<file path="config.mk">
export PLATFORM = sky130hd
export DESIGN_NAME = nmea_sentence_field_extractor
export DESIGN_NICKNAME = d
export VERILOG_FILES = /design/src/hdl/nsfe_pkg.sv /design/src/hdl/nmea_sentence_field_extractor.sv /design/src/hdl/nsfe_ctrl.sv /design/src/hdl/nsfe_datapath.sv
export SDC_FILE = /design/constraint.sdc
export NUM_CORES = 1
export LEC_CHECK = 0
export BUFFER_PORTS_ARGS = -buffer_cell sky130_fd_sc_hd__buf_2
export CAP_MARGIN = 20
export CORE_MARGIN = 8
export CORE_UTILIZATION = 60
export DETAILED_ROUTE_END_ITERATION = 6
export HOLD_SLACK_MARGIN = 0.06
export PLACE_DENSITY = 0.83
export SKIP_CTS_REPAIR_TIMING = 1
export SLEW_MARGIN = 10
export SYNTH_ARGS = -nofsm -noshare
export SYNTH_HDL_FRONTEND = slang
export SYNTH_SLANG_ARGS = --single-unit
</file>
<file path="constraint.sdc">
create_clock -name clock -period 4.6 [get_ports clock]
set_input_delay 0.92 -clock clock [delete_from_list [all_inputs] [get_ports clock]]
set_output_delay 0.92 -clock clock [all_outputs]
set_load 0.03 [all_outputs]
</file>
<file path="src/hdl/nsfe_pkg.sv">
package nsfe_pkg;

   localparam int CHAR_W  = 8;
   localparam int COUNT_W = 7;
   localparam int TAG_W   = 40;
   localparam int POS_W   = 5;
   localparam int LEN_W   = 3;
   localparam int CSR_W   = 40;
   localparam int CSR_IDX_W = 2;

   localparam logic [CHAR_W-1:0] CHAR_DOLLAR = 8'h24;
   localparam logic [CHAR_W-1:0] CHAR_CR     = 8'h0D;
   localparam logic [CHAR_W-1:0] CHAR_COMMA  = 8'h2C;

   // Register indexes of the configuration port.
   localparam logic [CSR_IDX_W-1:0] REG_FILTER_ENABLE = 2'd0;
   localparam logic [CSR_IDX_W-1:0] REG_TAG_CHARS     = 2'd1;
   localparam logic [CSR_IDX_W-1:0] REG_TAG_LENGTH    = 2'd2;
   localparam logic [CSR_IDX_W-1:0] REG_FIELD_INDEX   = 2'd3;

   // Reset tag is "GPGGA".
   localparam logic [TAG_W-1:0] TAG_RESET = 40'h4750474741;
   localparam logic [LEN_W-1:0] TAG_LENGTH_RESET = 3'd5;

   typedef struct packed {
      logic take;   // input transaction accepted this cycle
      logic rd;     // read field store at the emit index
      logic load;   // load the result register
      logic inc;    // advance the emit index
   } cmd_type;

   typedef struct packed {
      logic emit_start;  // current character ends an accepted sentence
      logic last;        // emit index points at the final result
   } sts_type;

endpackage

</file>
<file path="src/hdl/nmea_sentence_field_extractor.sv">
// Channel   Direction  Handshake            Payload
// req_      in         req_valid/req_ready  req_rx_byte
// rsp_      out        rsp_valid/rsp_ready  rsp_field_char, rsp_char_position,
//                                           rsp_last_char, rsp_field_empty,
//                                           rsp_field_truncated
// csr_      in         csr_write_enable     csr_index, csr_write_data
//
// A received character is taken whenever one is offered while no sentence is being emitted.
// At sentence end each field character takes a field store read through its
// registered port, then a load of the result register.
// Reset is synchronous and active high; the block starts hunting for a dollar.
// The field store needs no clearing pass after reset.
// A stalled result holds the emitter; input is taken again once the final result
// of the sentence sits in the result register.
module nmea_sentence_field_extractor import nsfe_pkg::*; #(
   parameter int LINE_MAX  = 128,
   parameter int FIELD_MAX = 32,
   parameter int TAG_MAX   = 5
) (
   input  logic                 clock,
   input  logic                 reset,
   input  logic                 req_valid,
   output logic                 req_ready,
   input  logic [CHAR_W-1:0]    req_rx_byte,
   output logic                 rsp_valid,
   input  logic                 rsp_ready,
   output logic [CHAR_W-1:0]    rsp_field_char,
   output logic [POS_W-1:0]     rsp_char_position,
   output logic                 rsp_last_char,
   output logic                 rsp_field_empty,
   output logic                 rsp_field_truncated,
   input  logic                 csr_write_enable,
   input  logic [CSR_IDX_W-1:0] csr_index,
   input  logic [CSR_W-1:0]     csr_write_data
);

   // Commands from the controller drive the datapath; the datapath reports when
   // an input transaction closes an accepted sentence and when emission is done.
   cmd_type cmd;
   sts_type sts;

   nsfe_ctrl u_ctrl (
      .clock     (clock),
      .reset     (reset),
      .req_valid (req_valid),
      .req_ready (req_ready),
      .rsp_valid (rsp_valid),
      .rsp_ready (rsp_ready),
      .sts       (sts),
      .cmd       (cmd)
   );

   // The datapath holds the configuration registers, the sentence scanner with
   // its tag window, the field store memory and the result register.
   nsfe_datapath #(
      .LINE_MAX  (LINE_MAX),
      .FIELD_MAX (FIELD_MAX),
      .TAG_MAX   (TAG_MAX)
   ) u_datapath (
      .clock               (clock),
      .reset               (reset),
      .csr_write_enable    (csr_write_enable),
      .csr_index           (csr_index),
      .csr_write_data      (csr_write_data),
      .req_rx_byte         (req_rx_byte),
      .cmd                 (cmd),
      .sts                 (sts),
      .rsp_field_char      (rsp_field_char),
      .rsp_char_position   (rsp_char_position),
      .rsp_last_char       (rsp_last_char),
      .rsp_field_empty     (rsp_field_empty),
      .rsp_field_truncated (rsp_field_truncated)
   );

endmodule

</file>
<file path="src/hdl/nsfe_ctrl.sv">
module nsfe_ctrl import nsfe_pkg::*; (
   input  logic    clock,
   input  logic    reset,
   input  logic    req_valid,
   output logic    req_ready,
   output logic    rsp_valid,
   input  logic    rsp_ready,
   input  sts_type sts,
   output cmd_type cmd
);

   typedef enum logic [1:0] {
      S_RUN,
      S_READ,
      S_LOAD
   } state_type;

   state_type state_ff, state_in;
   logic      rsp_valid_ff, rsp_valid_in;
   logic      out_free;

   assign req_ready = (state_ff == S_RUN);
   assign rsp_valid = rsp_valid_ff;
   assign out_free  = !rsp_valid_ff || rsp_ready;

   always_comb begin
      state_in     = state_ff;
      cmd          = '0;
      rsp_valid_in = rsp_valid_ff && !rsp_ready;
      case (state_ff)
         S_RUN: begin
            cmd.take = req_valid;
            if (req_valid && sts.emit_start) begin
               state_in = S_READ;
            end
         end
         S_READ: begin
            cmd.rd   = 1'b1;
            state_in = S_LOAD;
         end
         S_LOAD: begin
            if (out_free) begin
               cmd.load     = 1'b1;
               rsp_valid_in = 1'b1;
               if (sts.last) begin
                  state_in = S_RUN;
               end else begin
                  cmd.inc  = 1'b1;
                  state_in = S_READ;
               end
            end
         end
         default: begin
            state_in = S_RUN;
         end
      endcase
   end

   always_ff @(posedge clock) begin
      if (reset) begin
         state_ff     <= S_RUN;
         rsp_valid_ff <= 1'b0;
      end else begin
         state_ff     <= state_in;
         rsp_valid_ff <= rsp_valid_in;
      end
   end

   // A result is loaded only after its store read has been issued.
   a_load_after_read: assert property (@(posedge clock) disable iff (reset)
      state_ff == S_LOAD |-> $past(state_ff) == S_READ || $past(state_ff) == S_LOAD)
      else $error("load state entered without a store read");

endmodule

</file>
<file path="src/hdl/nsfe_datapath.sv">
module nsfe_datapath import nsfe_pkg::*; #(
   parameter int LINE_MAX  = 128,
   parameter int FIELD_MAX = 32,
   parameter int TAG_MAX   = 5
) (
   input  logic                 clock,
   input  logic                 reset,
   input  logic                 csr_write_enable,
   input  logic [CSR_IDX_W-1:0] csr_index,
   input  logic [CSR_W-1:0]     csr_write_data,
   input  logic [CHAR_W-1:0]    req_rx_byte,
   input  cmd_type              cmd,
   output sts_type              sts,
   output logic [CHAR_W-1:0]    rsp_field_char,
   output logic [POS_W-1:0]     rsp_char_position,
   output logic                 rsp_last_char,
   output logic                 rsp_field_empty,
   output logic                 rsp_field_truncated
);

   localparam int AW   = (FIELD_MAX > 1) ? $clog2(FIELD_MAX) : 1;
   localparam int FL_W = $clog2(FIELD_MAX + 1);
   localparam logic [COUNT_W:0]   LINE_LIMIT  = LINE_MAX[COUNT_W:0];
   localparam logic [FL_W-1:0]    FIELD_LIMIT = FIELD_MAX[FL_W-1:0];
   localparam logic [LEN_W-1:0]   TAG_LIMIT   = TAG_MAX[LEN_W-1:0];
   localparam logic [COUNT_W-1:0] COUNT_SAT   = '1;

   // Configuration registers.
   logic                filter_enable_ff;
   logic [TAG_W-1:0]    tag_chars_ff;
   logic [LEN_W-1:0]    tag_length_ff;
   logic [COUNT_W-1:0]  field_index_ff;

   // Sentence state.
   logic                hunting_ff, hunting_in;
   logic [COUNT_W-1:0]  stored_count_ff, stored_count_in;
   logic [COUNT_W-1:0]  comma_count_ff, comma_count_in;
   logic [FL_W-1:0]     field_length_ff, field_length_in;
   logic                overflow_ff, overflow_in;
   logic [31:0]         recent_ff, recent_in;
   logic                tag_found_ff, tag_found_in;

   logic [CHAR_W-1:0]   field_store [FIELD_MAX];
   logic [CHAR_W-1:0]   rd_data_ff;
   logic [AW-1:0]       idx_ff, idx_in;

   logic [CHAR_W-1:0]   char_ff;
   logic [POS_W-1:0]    pos_ff;
   logic                last_ff, empty_ff, trunc_ff;

   logic [CHAR_W-1:0]   c;
   logic                starting, ending, do_store, emit_ok, store_we, tag_hit;
   logic [LEN_W-1:0]    len_used;
   logic [COUNT_W-1:0]  sc_base, cc_base;
   logic [FL_W-1:0]     fl_base;
   logic                ov_base, tf_base;
   logic [31:0]         rc_base;
   logic [TAG_W-1:0]    window;

   assign c        = req_rx_byte;
   assign len_used = (tag_length_ff > TAG_LIMIT) ? TAG_LIMIT : tag_length_ff;
   assign starting = hunting_ff && (c == CHAR_DOLLAR);
   assign ending   = !hunting_ff &&
                     ((c == CHAR_CR) || ({1'b0, stored_count_ff} + 1'b1 >= LINE_LIMIT));
   assign do_store = cmd.take && (starting || (!hunting_ff && !ending));
   assign emit_ok  = !filter_enable_ff || tag_found_ff || (len_used == '0);

   assign sts.emit_start = ending && emit_ok;
   assign sts.last = (field_length_ff == '0) ||
                     ({{(FL_W-AW){1'b0}}, idx_ff} + 1'b1 == field_length_ff);

   // A new sentence starts from cleared state and then stores its dollar.
   assign sc_base = starting ? '0 : stored_count_ff;
   assign cc_base = starting ? '0 : comma_count_ff;
   assign fl_base = starting ? '0 : field_length_ff;
   assign ov_base = starting ? 1'b0 : overflow_ff;
   assign rc_base = starting ? '0 : recent_ff;
   assign tf_base = starting ? 1'b0 : tag_found_ff;
   assign window  = {rc_base, c};

   always_comb begin
      case (len_used)
         3'd1:    tag_hit = (window[7:0]  == tag_chars_ff[39:32]);
         3'd2:    tag_hit = (window[15:0] == tag_chars_ff[39:24]);
         3'd3:    tag_hit = (window[23:0] == tag_chars_ff[39:16]);
         3'd4:    tag_hit = (window[31:0] == tag_chars_ff[39:8]);
         3'd5:    tag_hit = (window == tag_chars_ff);
         default: tag_hit = 1'b0;
      endcase
   end

   assign store_we = do_store && (c != CHAR_COMMA) && (cc_base == field_index_ff) &&
                     (fl_base < FIELD_LIMIT);

   always_comb begin
      hunting_in      = hunting_ff;
      stored_count_in = stored_count_ff;
      comma_count_in  = comma_count_ff;
      field_length_in = field_length_ff;
      overflow_in     = overflow_ff;
      recent_in       = recent_ff;
      tag_found_in    = tag_found_ff;
      if (cmd.take && ending) begin
         hunting_in = 1'b1;
      end
      if (do_store) begin
         hunting_in      = 1'b0;
         stored_count_in = (sc_base < COUNT_SAT) ? sc_base + 1'b1 : sc_base;
         recent_in       = {rc_base[23:0], c};
         tag_found_in    = tf_base ||
                           ((len_used != '0) &&
                            ({1'b0, stored_count_in} >= {{(COUNT_W+1-LEN_W){1'b0}}, len_used}) &&
                            tag_hit);
         comma_count_in  = cc_base;
         field_length_in = fl_base;
         overflow_in     = ov_base;
         if (c == CHAR_COMMA) begin
            comma_count_in = (cc_base < COUNT_SAT) ? cc_base + 1'b1 : cc_base;
         end else if (cc_base == field_index_ff) begin
            if (fl_base < FIELD_LIMIT) begin
               field_length_in = fl_base + 1'b1;
            end else begin
               overflow_in = 1'b1;
            end
         end
      end
   end

   always_comb begin
      idx_in = idx_ff;
      if (cmd.take) begin
         idx_in = '0;
      end else if (cmd.inc) begin
         idx_in = idx_ff + 1'b1;
      end
   end

   always_ff @(posedge clock) begin
      if (reset) begin
         filter_enable_ff <= 1'b0;
         tag_chars_ff     <= TAG_RESET;
         tag_length_ff    <= TAG_LENGTH_RESET;
         field_index_ff   <= '0;
         hunting_ff       <= 1'b1;
         stored_count_ff  <= '0;
         comma_count_ff   <= '0;
         field_length_ff  <= '0;
         overflow_ff      <= 1'b0;
         recent_ff        <= '0;
         tag_found_ff     <= 1'b0;
         idx_ff           <= '0;
      end else begin
         if (csr_write_enable) begin
            case (csr_index)
               REG_FILTER_ENABLE: filter_enable_ff <= csr_write_data[0];
               REG_TAG_CHARS:     tag_chars_ff     <= csr_write_data[TAG_W-1:0];
               REG_TAG_LENGTH:    tag_length_ff    <= csr_write_data[LEN_W-1:0];
               REG_FIELD_INDEX:   field_index_ff   <= csr_write_data[COUNT_W-1:0];
               default: begin
               end
            endcase
         end
         hunting_ff      <= hunting_in;
         stored_count_ff <= stored_count_in;
         comma_count_ff  <= comma_count_in;
         field_length_ff <= field_length_in;
         overflow_ff     <= overflow_in;
         recent_ff       <= recent_in;
         tag_found_ff    <= tag_found_in;
         idx_ff          <= idx_in;
      end
   end

   always_ff @(posedge clock) begin
      if (store_we) begin
         field_store[fl_base[AW-1:0]] <= c;
      end
      if (cmd.rd) begin
         rd_data_ff <= field_store[idx_ff];
      end
   end

   always_ff @(posedge clock) begin
      if (cmd.load) begin
         char_ff  <= (field_length_ff == '0) ? '0 : rd_data_ff;
         pos_ff   <= POS_W'(idx_ff);
         last_ff  <= sts.last;
         empty_ff <= (field_length_ff == '0);
         trunc_ff <= overflow_ff;
      end
   end

   assign rsp_field_char      = char_ff;
   assign rsp_char_position   = pos_ff;
   assign rsp_last_char       = last_ff;
   assign rsp_field_empty     = empty_ff;
   assign rsp_field_truncated = trunc_ff;

   a_field_length_bound: assert property (@(posedge clock) disable iff (reset)
      field_length_ff <= FIELD_LIMIT)
      else $error("field length exceeds the field store");

   a_overflow_full: assert property (@(posedge clock) disable iff (reset)
      overflow_ff |-> field_length_ff == FIELD_LIMIT)
      else $error("truncation flagged before the field store filled");

   a_line_bound: assert property (@(posedge clock) disable iff (reset)
      {1'b0, stored_count_ff} < LINE_LIMIT)
      else $error("sentence grew past the line limit");

endmodule

</file>
Yosys cells after proc, flatten, opt, wreduce, memory -nomap -nowiden
Memory sizes are Yosys's and may differ from the RTL's. A register that Yosys moved wholly into a read port is not among the register bits.
Index checks and enable logic that the tools add are counted.
{"block": "word_totals", "elab_cells": 124, "output_inout_bits": 18, "n_memories": 1, "register_bits": 130, "ramBits": 256, "in_bits": 55}
{"block": "op_classes", "add_sub_neg": 6, "order_cmp": 6, "eq_ne": 23, "muxes": 32, "reduce_logical": 37}
{"memory": "u_datapath.field_store", "depth": 32, "word_bits": 8, "read_ports": 1, "rd_ports_with_merged_regs": 1, "write_ports": 1, "line_no": "nsfe_datapath.sv:43", "text": "logic [CHAR_W-1:0] field_store [FIELD_MAX];"}
{"op": "$eq 40x40->1", "n": 1}
{"op": "$mux 7", "n": 5}
{"op": "$eq 32x32->1", "n": 1}
{"op": "$mux 32", "n": 1}
{"op": "$eq 24x24->1", "n": 1}
{"op": "$mux 6", "n": 4}
{"op": "$eq 16x16->1", "n": 1}
{"op": "$eq 8x6->1 const B", "n": 2}
{"op": "$mux 1", "n": 15}
{"op": "$add 7x1->7 const B", "n": 2}
{"op": "$lt 7x7->1 const B", "n": 2}
{"op": "$logic_and 1x1->1", "n": 13}
{"op": "$reduce_and 2->1", "n": 5}
{"op": "$add 7x1->8 const B", "n": 1}
{"op": "$eq 8x4->1 const B", "n": 1}
{"op": "$eq 8x8->1", "n": 1}
{"op": "$ge 8x8->1 const B", "n": 1}
{"op": "$mux 2", "n": 4}
{"op": "$ne 8x6->1 const B", "n": 1}
{"op": "$eq 7x7->1", "n": 1}
{"op": "$ge 7x3->1", "n": 1}
{"op": "$logic_or 1x1->1", "n": 7}
{"op": "$add 5x1->6 const B", "n": 1}
{"op": "$add 6x1->6 const B", "n": 1}
{"op": "20 further kinds", "n": 31}

Longest topological paths before layout
Gate-level depths: netlist of the first run.
{"block": "logic_depth", "ltp_word": 13, "depth_mapped": 15, "depth_no_buf": 11}

Hierarchy
Synthesis of the first run repeated with hierarchy kept, for this count alone.
{"block": "hier_totals", "hier_cells": 1399, "area_unflattened_um2": 17818.3}
{"module": "nsfe_datapath", "cells_each": 1379, "n_inst": 1, "area_per_inst_um2": 17648.2, "seq_area_each_um2": 10630.2}
{"module": "nsfe_ctrl", "cells_each": 20, "n_inst": 1, "area_per_inst_um2": 170.2, "seq_area_each_um2": 60.1}

Worst setup path after synthesis of the first run
OpenSTA, ideal clock, no wires.
{"block": "synth_path", "path_kind": "input to register", "startpoint": "in req_rx_byte[6]", "endpoint": "reg u_datapath.tag_found_ff", "path_slack_ns": 0.439, "t_arrival_ns": 4.034, "t_required_ns": 4.473, "setup_ns": 0.127, "n_path_buf": 4, "stages": 15, "path_cell_list": "buf_4 > or4b_2 > nor3_1 > buf_4 > buf_4 > buf_4 > nor2b_1 > ha_1 > a21o_1 > ha_1 > a21o_1 > a221o_1 > o31ai_1 > a21o_1 > a31oi_1"}
{"block": "synth_between", "elab_chain_cells": 9, "elab_cells_between_ends": 25, "classes_between": "add/sub (1); order compare (2); eq/ne (7); mux (5); reduce/logical (10)"}
{"item": "start: declaration", "line_no": "nmea_sentence_field_extractor.sv:24", "text": "input logic [CHAR_W-1:0] req_rx_byte,"}
{"item": "$eq 8x6->1", "line_no": "nsfe_datapath.sv:62", "text": "assign starting = hunting_ff && (c == CHAR_DOLLAR);"}
{"item": "$logic_and 1x1->1", "line_no": "nsfe_datapath.sv:62"}
{"item": "$mux 7", "line_no": "nsfe_datapath.sv:73", "text": "assign sc_base = starting ? '0 : stored_count_ff;"}
{"item": "$add 7x1->7 or $lt 7x7->1 (tied branches)", "line_no": "nsfe_datapath.sv:108", "text": "stored_count_in = (sc_base < COUNT_SAT) ? sc_base + 1'b1 : sc_base;"}
{"item": "$mux 7", "line_no": "nsfe_datapath.sv:108"}
{"item": "$ge 7x3->1", "line_no": "nsfe_datapath.sv:112", "text": "({1'b0, stored_count_in} >= {{(COUNT_W+1-LEN_W){1'b0}}, len_used}) &&"}
{"item": "$logic_and 1x1->1", "line_no": "nsfe_datapath.sv:111", "text": "((len_used != '0) &&"}
{"item": "$logic_and 1x1->1", "line_no": "nsfe_datapath.sv:112"}
{"item": "$logic_or 1x1->1", "line_no": "nsfe_datapath.sv:110", "text": "tag_found_in = tf_base ||"}
{"item": "end signal: assignment", "line_no": "nsfe_datapath.sv:169", "text": "tag_found_ff <= tag_found_in;"}
{"item": "end: declaration", "line_no": "nsfe_datapath.sv:41", "text": "logic tag_found_ff, tag_found_in;"}
Several ways; a longest one is shown, not always the timed one.
A chain may end at the register's enable or synchronous reset.

Final worst setup path of the first run
{"block": "layout_path", "startpoint": "in req_rx_byte[2]", "endpoint": "mem u_datapath.field_store[5][3], enable pin"}
{"block": "layout_between", "elab_chain_cells": 12, "elab_cells_between_ends": 19, "classes_between": "order compare (1); eq/ne (4); mux (4); reduce/logical (10)"}
{"item": "parallel branches: the longest is 12 deep, another holds $lt 6x6->1"}
{"item": "end: declaration", "line_no": "nsfe_datapath.sv:43"}
Parallel ways; which one is timed is not known.

==> summary.md, run 1 <==
| Metric | Value |
|---|---|
| Status | `finished with violations` |
| Failing checks | `DRC` |
| Multi-input logic area | `6783 um2` |
| GRT overflow | `0` |
| Worst slew pin tran | `1.161 ns` |
| Post-synth EDFFs | `280` |
| Commonest non-fill, non-tap cells in the layout | `280 x edfxtp_1, 139 x nand2_1, 122 x nor2_1, 112 x dfxtp_1, 80 x mux4_2` |
| Global route hottest layer | `met2` |
| Core Region | `29640 um2` |
| Global-route met2 utilization | `a little over half` |
| Final wirelength | `between 50 and 60 mm` |
| Reg2reg end | `u_datapath.field_store[5][3]` |
| GPL Wtd Cong | `1.009` |
| Part of the power in combinational logic | `3.1%` |
| CTS tree | `done` |
| Reg power frac | `50.7%` |
| Drt pass-1 iters | `7` |
| DR vias | `13120` |
| Starting DRT DRC Count | `1721` |
| Fillers | `between 2000 and 2500` |
| Worst skew pair latency | `0.56 ns` |
| Cell variety after synth | `75` |
| Fin crit period | `4.132 ns` |
| Depth of the most critical reg-to-reg path | `7` |
| Final Instance Area | `20120 um2` |
| Switch Pwr | `0.001695 W` |
| Sequential fraction of the synthesis area | `59.22%` |
| Die X | `approximately 190 um` |
| Die height | `189.5 um` |
| Unrepaired setup endpoints after global routing | `no` |
| Clock slew at reported path FFs | `roughly 0.060 ns` |
| Layout cells sized above 1 | `18.38%` |
| Syn_nets | `about 1500` |
| Antenna-violating nets left | `0` |
| # nets final | `1541` |
| Sw frac | `22.31%` |
| Die area | `roughly 36000 um2` |
| Reg area | `10700 um2` |
| Leakage | `6.541 nW` |
| Syn avg cell area | `~13 um2` |
| Clk buf depth | `3` |
| Commonest non-fill, non-tap cell in the layout | `edfxtp_1` |
| R2R Setup Slk | `about 0.74 ns` |
| Final Hold Fails | `0` |
| CTS sink cnt | `about 390` |
| Startpoint Class | `primary input` |
| Via density | `about 7` |
| Final period utilization | `89.82%` |
| Num rows | `63` |
| Worst EP required | `4.78 ns` |
| DP Wirelength | `35.85 mm` |
| Dpl cell area | `18710 um2` |
| Cts bufs inserted | `40` |
| FMAX | `0.2420 GHz` |
| Final Util | `67.90%` |
| Predominant post-synthesis flop cell | `edfxtp_1` |
| Total track usage | `30.99%` |
| Area grow syn2layout | `11.48%` |
| Hold Path End | `u_datapath.tag_chars_ff[5]` |
| Peak supply drop | `0.2865 mV` |
| Netlist Area Pre-Place | `18050 um2` |
| Routed wire length per instance | `29.26 um` |
| Worst Path Arrival | `4.31 ns` |
| Crit end category | `register` |
| Power share of the clock group | `approximately 46%` |
| Endpoints failing setup | `0` |
| Initial core utilization | `60.90%` |
| Max-slew headroom | `21.92%` |
| Largest net degree at the start of global routing | `a little under 90` |
| Hold crit path type | `reg -> reg` |
| Yosys warns | `0` |
| Synth Register Bits | `around 390` |
| Clock Skew | `between 0.015 and 0.02 ns` |
| Ports | `73` |
| Max Slew Vio Count | `0` |
| GR Util met3 | `5.427%` |
| Initial antenna violation count | `2` |
| Post-synthesis cell count | `1442` |
| GRT met1 Usage | `a little under two fifths` |
| HP Start | `u_datapath.tag_chars_ff[5]` |
| Max Cap Viol | `0` |
| Max H-tree Level | `2` |
| CTS root buf | `clkbuf_16` |
| Asr flop ratio synth | `0%` |
| Hold Path Depth | `2` |
| Pwr dens | `about 380 nW/um2` |
| Number of global-route vias before repair | `around 13000` |
| IO buf count | `72` |
| P_int | `between 0.005 and 0.006 W` |
| Crit-path max FO | `10` |
| TNS Setup | `0 ns` |
| Worst reg2reg path startpoint | `u_datapath.hunting_ff` |
| First-pass GRT wire length | `between 80 and 90 mm` |
| Residual DRC | `2` |
| Critical path class | `in -> reg` |
-- registers in the layout, summed over array words and instances (netlist names), 2 cells and up --
signal	cells
u_datapath.field_length_ff	6
u_datapath.rsp_char_position	5
u_datapath.rsp_field_char	8
u_datapath.tag_length_ff	3
u_datapath.field_index_ff	7
u_datapath.comma_count_ff	7
u_datapath.idx_ff	5
u_datapath.stored_count_ff	7
u_datapath.recent_ff	32
u_datapath.rd_data_ff	8
u_ctrl.state_ff	2
u_datapath.tag_chars_ff	40
u_datapath.field_store	256
-- how the worst max path moves through the flow --
stage,end,slack [ns],cells past startpoint,start
2_1_floorplan,u_datapath.tag_found_ff,0.44,15,req_rx_byte[6]
3_3_place_gp,u_datapath.field_store[21][4],0.32,8,req_rx_byte[5]
3_5_place_dp,u_datapath.field_store[1][1],0.08,8,req_rx_byte[2]
4_1_cts,u_datapath.field_store[5][3],0.60,8,req_rx_byte[2]
5_1_grt,u_datapath.field_store[1][1],0.20,8,req_rx_byte[2]
6_report,u_datapath.field_store[5][3],0.47,8,req_rx_byte[2]
-- worst max-delay path, stage by stage --
cell       delay, ns
buf_2           0.26
nor4b_4         0.51
nand3_2         0.20
a211oi_1        0.31
o221ai_1        0.32
a2111oi_4       0.50
nand2_1         0.49
nor2_1          0.78
-- synthesized netlist by cell type (all sizes together) (5+ instances only) --
| library cell | number | area share [%] |
|---|---|---|
| xnor2 | 63 | 3.1 |
| edfxtp | 280 | 47 |
| o211ai | 6 | 0.28 |
| nand3 | 60 | 1.7 |
| o2111ai | 6 | 0.29 |
| o32a | 5 | 0.28 |
| nor4 | 13 | 0.45 |
| o21ai | 22 | 0.61 |
| o31ai | 6 | 0.33 |
| and2 | 12 | 0.42 |
| a21o | 9 | 0.37 |
| mux2i | 11 | 0.61 |
| ha | 10 | 0.69 |
| a21oi | 77 | 2.1 |
| nand4 | 15 | 0.52 |
| o22ai | 10 | 0.35 |
| xor2 | 13 | 0.63 |
| o32ai | 10 | 0.49 |
| mux4 | 80 | 10 |
| nand2b | 12 | 0.42 |
| o2bb2ai | 6 | 0.29 |
| buf | 26 | 0.73 |
| nor2b | 13 | 0.45 |
| dfxtp | 114 | 13 |
| nor4bb | 13 | 0.72 |
| mux2 | 8 | 0.50 |
| a31oi | 43 | 1.5 |
| nor3 | 27 | 0.80 |
| clkbuf | 85 | 1.8 |
| a211oi | 8 | 0.33 |
| nor2 | 122 | 2.5 |
| inv | 37 | 0.77 |
| and3 | 8 | 0.28 |
| nand3b | 6 | 0.25 |
| nand2 | 139 | 2.9 |
| nor4b | 9 | 0.52 |
-- final cells by class --
cell class,instances,share of cell area (%)
diodes,1,0.01244
clock buffers,42,5.167
clock inverters,31,1.822
inverters,38,0.7088
multi-input cells,899,33.71
flip-flops and latches,394,53.15
well taps,390,2.425
repair buffers,103,3.009
-- layer usage --
metal / share of wire, % / up-vias
met2: 49 / 1000
li1: - / 5522
met5: 0.020 / -
met4: 5.8 / 2
met3: 9.8 / 205
met1: 35 / 6395
-- logic make-up after synthesis --
group / count (synthesis) / share of synthesized area (%)
AO/OA/AOI/OAI: 240 / 8.907
XOR/XNOR: 76 / 3.688
buffers and inverters: 149 / 3.292
flip-flops: 394 / 59.22
AND/OR/NAND/NOR: 474 / 13.11
adder cells (fa/ha/maj): 10 / 0.6931
multiplexers: 99 / 11.09
-- through the flow --
stage / setup slack, ns / std cells / total power [W] / hold slack, ns
after floorplan: 0.4387 / 1442 / 0.004042 / 0.4090
after global placement: 0.3160 / 1824 / 0.004159 / 0.4484
after detailed placement: 0.07903 / 1824 / 0.004165 / 0.4645
after CTS: 0.5975 / 1897 / 0.007609 / 0.4732
after global routing: 0.1973 / 1897 / 0.007736 / 0.5147
final: 0.4682 / 1898 / 0.007601 / 0.4720
-- power groups by stage --
stage	sequential (W)	combinational (W)	clock, W
floorplan	0.00389	0.000148	0
global placement	0.00393	0.000229	0
detailed placement	0.00393	0.000235	0
CTS	0.00385	0.000236	0.00352
global route	0.00385	0.000256	0.00363
finish	0.00386	0.000239	0.00351
No activity file was read; power rests on OpenSTA's default activity.
==> inputs of run 2 (changes only) <==
- RECOVER_POWER: not set -> 100
==> run 2 against run 1 <==
  * The flow finishes with violations (DRC, capacitance limit, slew limit)
  * Final cell count did not move
  * Global-route usage unchanged
  * Worst hold slack better by 0.0026 ns
  * Critical path type unchanged
  * Critical endpoint is now u_datapath.field_store[1][1]
  * Largest cell class unchanged
  * Largest power group unchanged
==> summary.md, run 2 (same netlist as run 1, synthesis figures left out) <==
| Metric | Value |
|---|---|
| Die height | `189.5 um` |
| Die area | `35890 um2` |
| CTS root buf | `clkbuf_16` |
| Power Total | `between 0.007 and 0.008 W` |
| Cts bufs inserted | `40` |
| Final Hold Fails | `0` |
| Peak supply drop | `around 0.28 mV` |
| Initial core utilization | `60.90%` |
| Number of global-route vias before repair | `12790` |
| Startpoint Class | `primary input` |
| Reg power frac | `50.8%` |
| Antenna-violating nets left | `0` |
| Worst EP required | `roughly 4.8 ns` |
| DP Wirelength | `35.85 mm` |
| Worst Path Arrival | `4.44 ns` |
| Worst Setup EP | `u_datapath.field_store[1][1]` |
| P_int | `between 0.005 and 0.006 W` |
| CTS tree | `done` |
| Critical path class | `in -> reg` |
| Worst reg2reg path startpoint | `u_datapath.idx_ff[1]` |
| Ports | `73` |
| Power share of the clock group | `46.1%` |
| Crit-path max FO | `11` |
| # nets final | `1541` |
| TNS Setup | `0 ns` |
| Layout cells sized above 1 | `15.26%` |
| Leakage | `6.413 nW` |
| Failing checks | `DRC, capacitance limit, slew limit` |
| CP Cell Sequence | `clkbuf_1, clkinv_1, and4_1, nor4_2, a21oi_1, buf_4, a2111oi_4, nand2_1, nor2_1` |
| Fin crit period | `4.258 ns` |
| Core Region | `29640 um2` |
| Final wirelength | `55.65 mm` |
| Hold crit path type | `reg -> reg` |
| Max H-tree Level | `2` |
| Commonest non-fill, non-tap cell in the layout | `edfxtp_1` |
| Unrepaired setup endpoints after global routing | `no` |
| Post-placement cell count | `1824` |
| Max-slew headroom | `-41.98%` |
| Drt pass-1 iters | `7` |
| Reg2reg end | `u_datapath.idx_ff[1]` |
| Area grow syn2layout | `10.93%` |
| Max reg flops | `roughly 260` |
| CP max-delay cell | `nor2_1` |
| Pwr dens | `~380 nW/um2` |
| Commonest non-fill, non-tap cells in the layout | `280 x edfxtp_1, 139 x nand2_1, 122 x nor2_1, 114 x dfxtp_1, 80 x mux4_2` |
| Max Cap Viol | `10` |
| Sw frac | `about 22%` |
| Routed wire length per instance | `29.32 um` |
| FMAX | `around 0.23 GHz` |
| Initial antenna violation count | `2` |
| Worst skew pair latency | `0.56 ns` |
| GPL Wtd Cong | `1.009` |
| Final Instance Area | `20020 um2` |
| Max Slew Vio Count | `425` |
| DR vias | `~13000` |
| R2R Setup Slk | `0.37 ns` |
| Max stage delay on crit path | `0.78 ns` |
| Switch Pwr | `0.001694 W` |
| Clock slew at reported path FFs | `~0.06 ns` |
| Die X | `roughly 190 um` |
| Status | `finished with violations` |
| Residual DRC | `1` |
| First-pass GRT wire length | `83.30 mm` |
| Layout Cells excl Fill | `~1900` |
| Starting DRT DRC Count | `1665` |
| Critical Path Start | `req_rx_byte[1]` |
| GRT overflow | `0` |
| Dpl cell area | `18710 um2` |
| Num rows | `63` |
| Via density | `6.878` |
| Clock Skew | `0.01579 ns` |
| Total track usage | `30.99%` |
| CTS sink cnt | `between 300 and 400` |
| IO buf count | `72` |
| Depth of the most critical reg-to-reg path | `8` |
| Part of the power in combinational logic | `3.1%` |
| Final period utilization | `92.56%` |
| Largest net degree at the start of global routing | `slightly below 90` |
| Worst slew pin tran | `2.130 ns` |
| Endpoints failing setup | `0` |
| Crit end category | `register` |
| Clk buf depth | `3` |
-- run 2: cell count changes in the layout (fill, tap and decap cells not counted), moves of 2 or more --
cell	before	now
and2_0	0	5
and2_1	12	7
buf_2	72	48
buf_4	30	12
clkbuf_1	0	39
clkbuf_2	0	3
dfxtp_1	112	114
mux2_1	0	6
mux2_2	8	2
-- run 2: cell type report --
class | count | area [um2]
sequential | 394 | 10690
fill | 2103 | 9614
multi-input combinational | 899 | 6783
clock buffer | 42 | 1040
timing repair buffer | 103 | 511.7
tap | 390 | 488.0
clock inverter | 31 | 366.6
inverter | 38 | 142.6
antenna | 1 | 2.502
-- run 2: through the flow --
| stage | worst slack, ns | util [%] | hold WS [ns] |
|---|---|---|---|
| 2_1_floorplan | 0.4387 | - | 0.4090 |
| 3_3_place_gp | 0.3160 | 63.14 | 0.4484 |
| 3_5_place_dp | 0.07903 | 63.14 | 0.4645 |
| 4_1_cts | 0.5975 | 67.89 | 0.4732 |
| 5_1_grt | 0.1034 | 67.55 | 0.5147 |
| 6_report | 0.3423 | 67.56 | 0.4745 |
-- run 2: worst max-delay path, delay by kind of cell --
| family | cells | cell delay [ns] |
|---|---|---|
| and+or+nand+nor | 4 | 1.83 |
| buffers and inverters | 3 | 1.24 |
| AOI/OAI and AO/OA | 2 | 0.42 |
-- run 2: routing by layer --
metal / track usage [%] / wire length, um / share of wire (%)
met5: 0 / 11 / 0.020
met4: 15.09 / 3473 / 6.2
met3: 5.427 / 5115 / 9.2
met2: 52.32 / 27090 / 49
met1: 38.22 / 19960 / 36
-- run 2: how the worst min path moves through the flow --
stage                                           from  slack [ns]  depth (start not counted)                        endpoint
after floorplan               u_datapath.overflow_ff        0.41                          0  u_datapath.rsp_field_truncated
after global placement            u_ctrl.state_ff[0]        0.45                          1              u_ctrl.state_ff[0]
after detailed placement  u_datapath.tag_chars_ff[5]        0.46                          2      u_datapath.tag_chars_ff[5]
after CTS                 u_datapath.tag_chars_ff[5]        0.47                          2      u_datapath.tag_chars_ff[5]
after global routing      u_datapath.tag_chars_ff[1]        0.51                          2      u_datapath.tag_chars_ff[1]
final                     u_datapath.tag_chars_ff[5]        0.47                          2      u_datapath.tag_chars_ff[5]
-- run 2: power groups by stage --
| stage | Combinational (W) | Sequential, W | Clock [W] |
|---|---|---|---|
| after global placement | 0.000229 | 0.00393 | 0 |
| after detailed placement | 0.000235 | 0.00393 | 0 |
| after floorplan | 0.000148 | 0.00389 | 0 |
| after global routing | 0.000252 | 0.00386 | 0.00363 |
| after CTS | 0.000236 | 0.00385 | 0.00352 |
| final | 0.000235 | 0.00386 | 0.00350 |
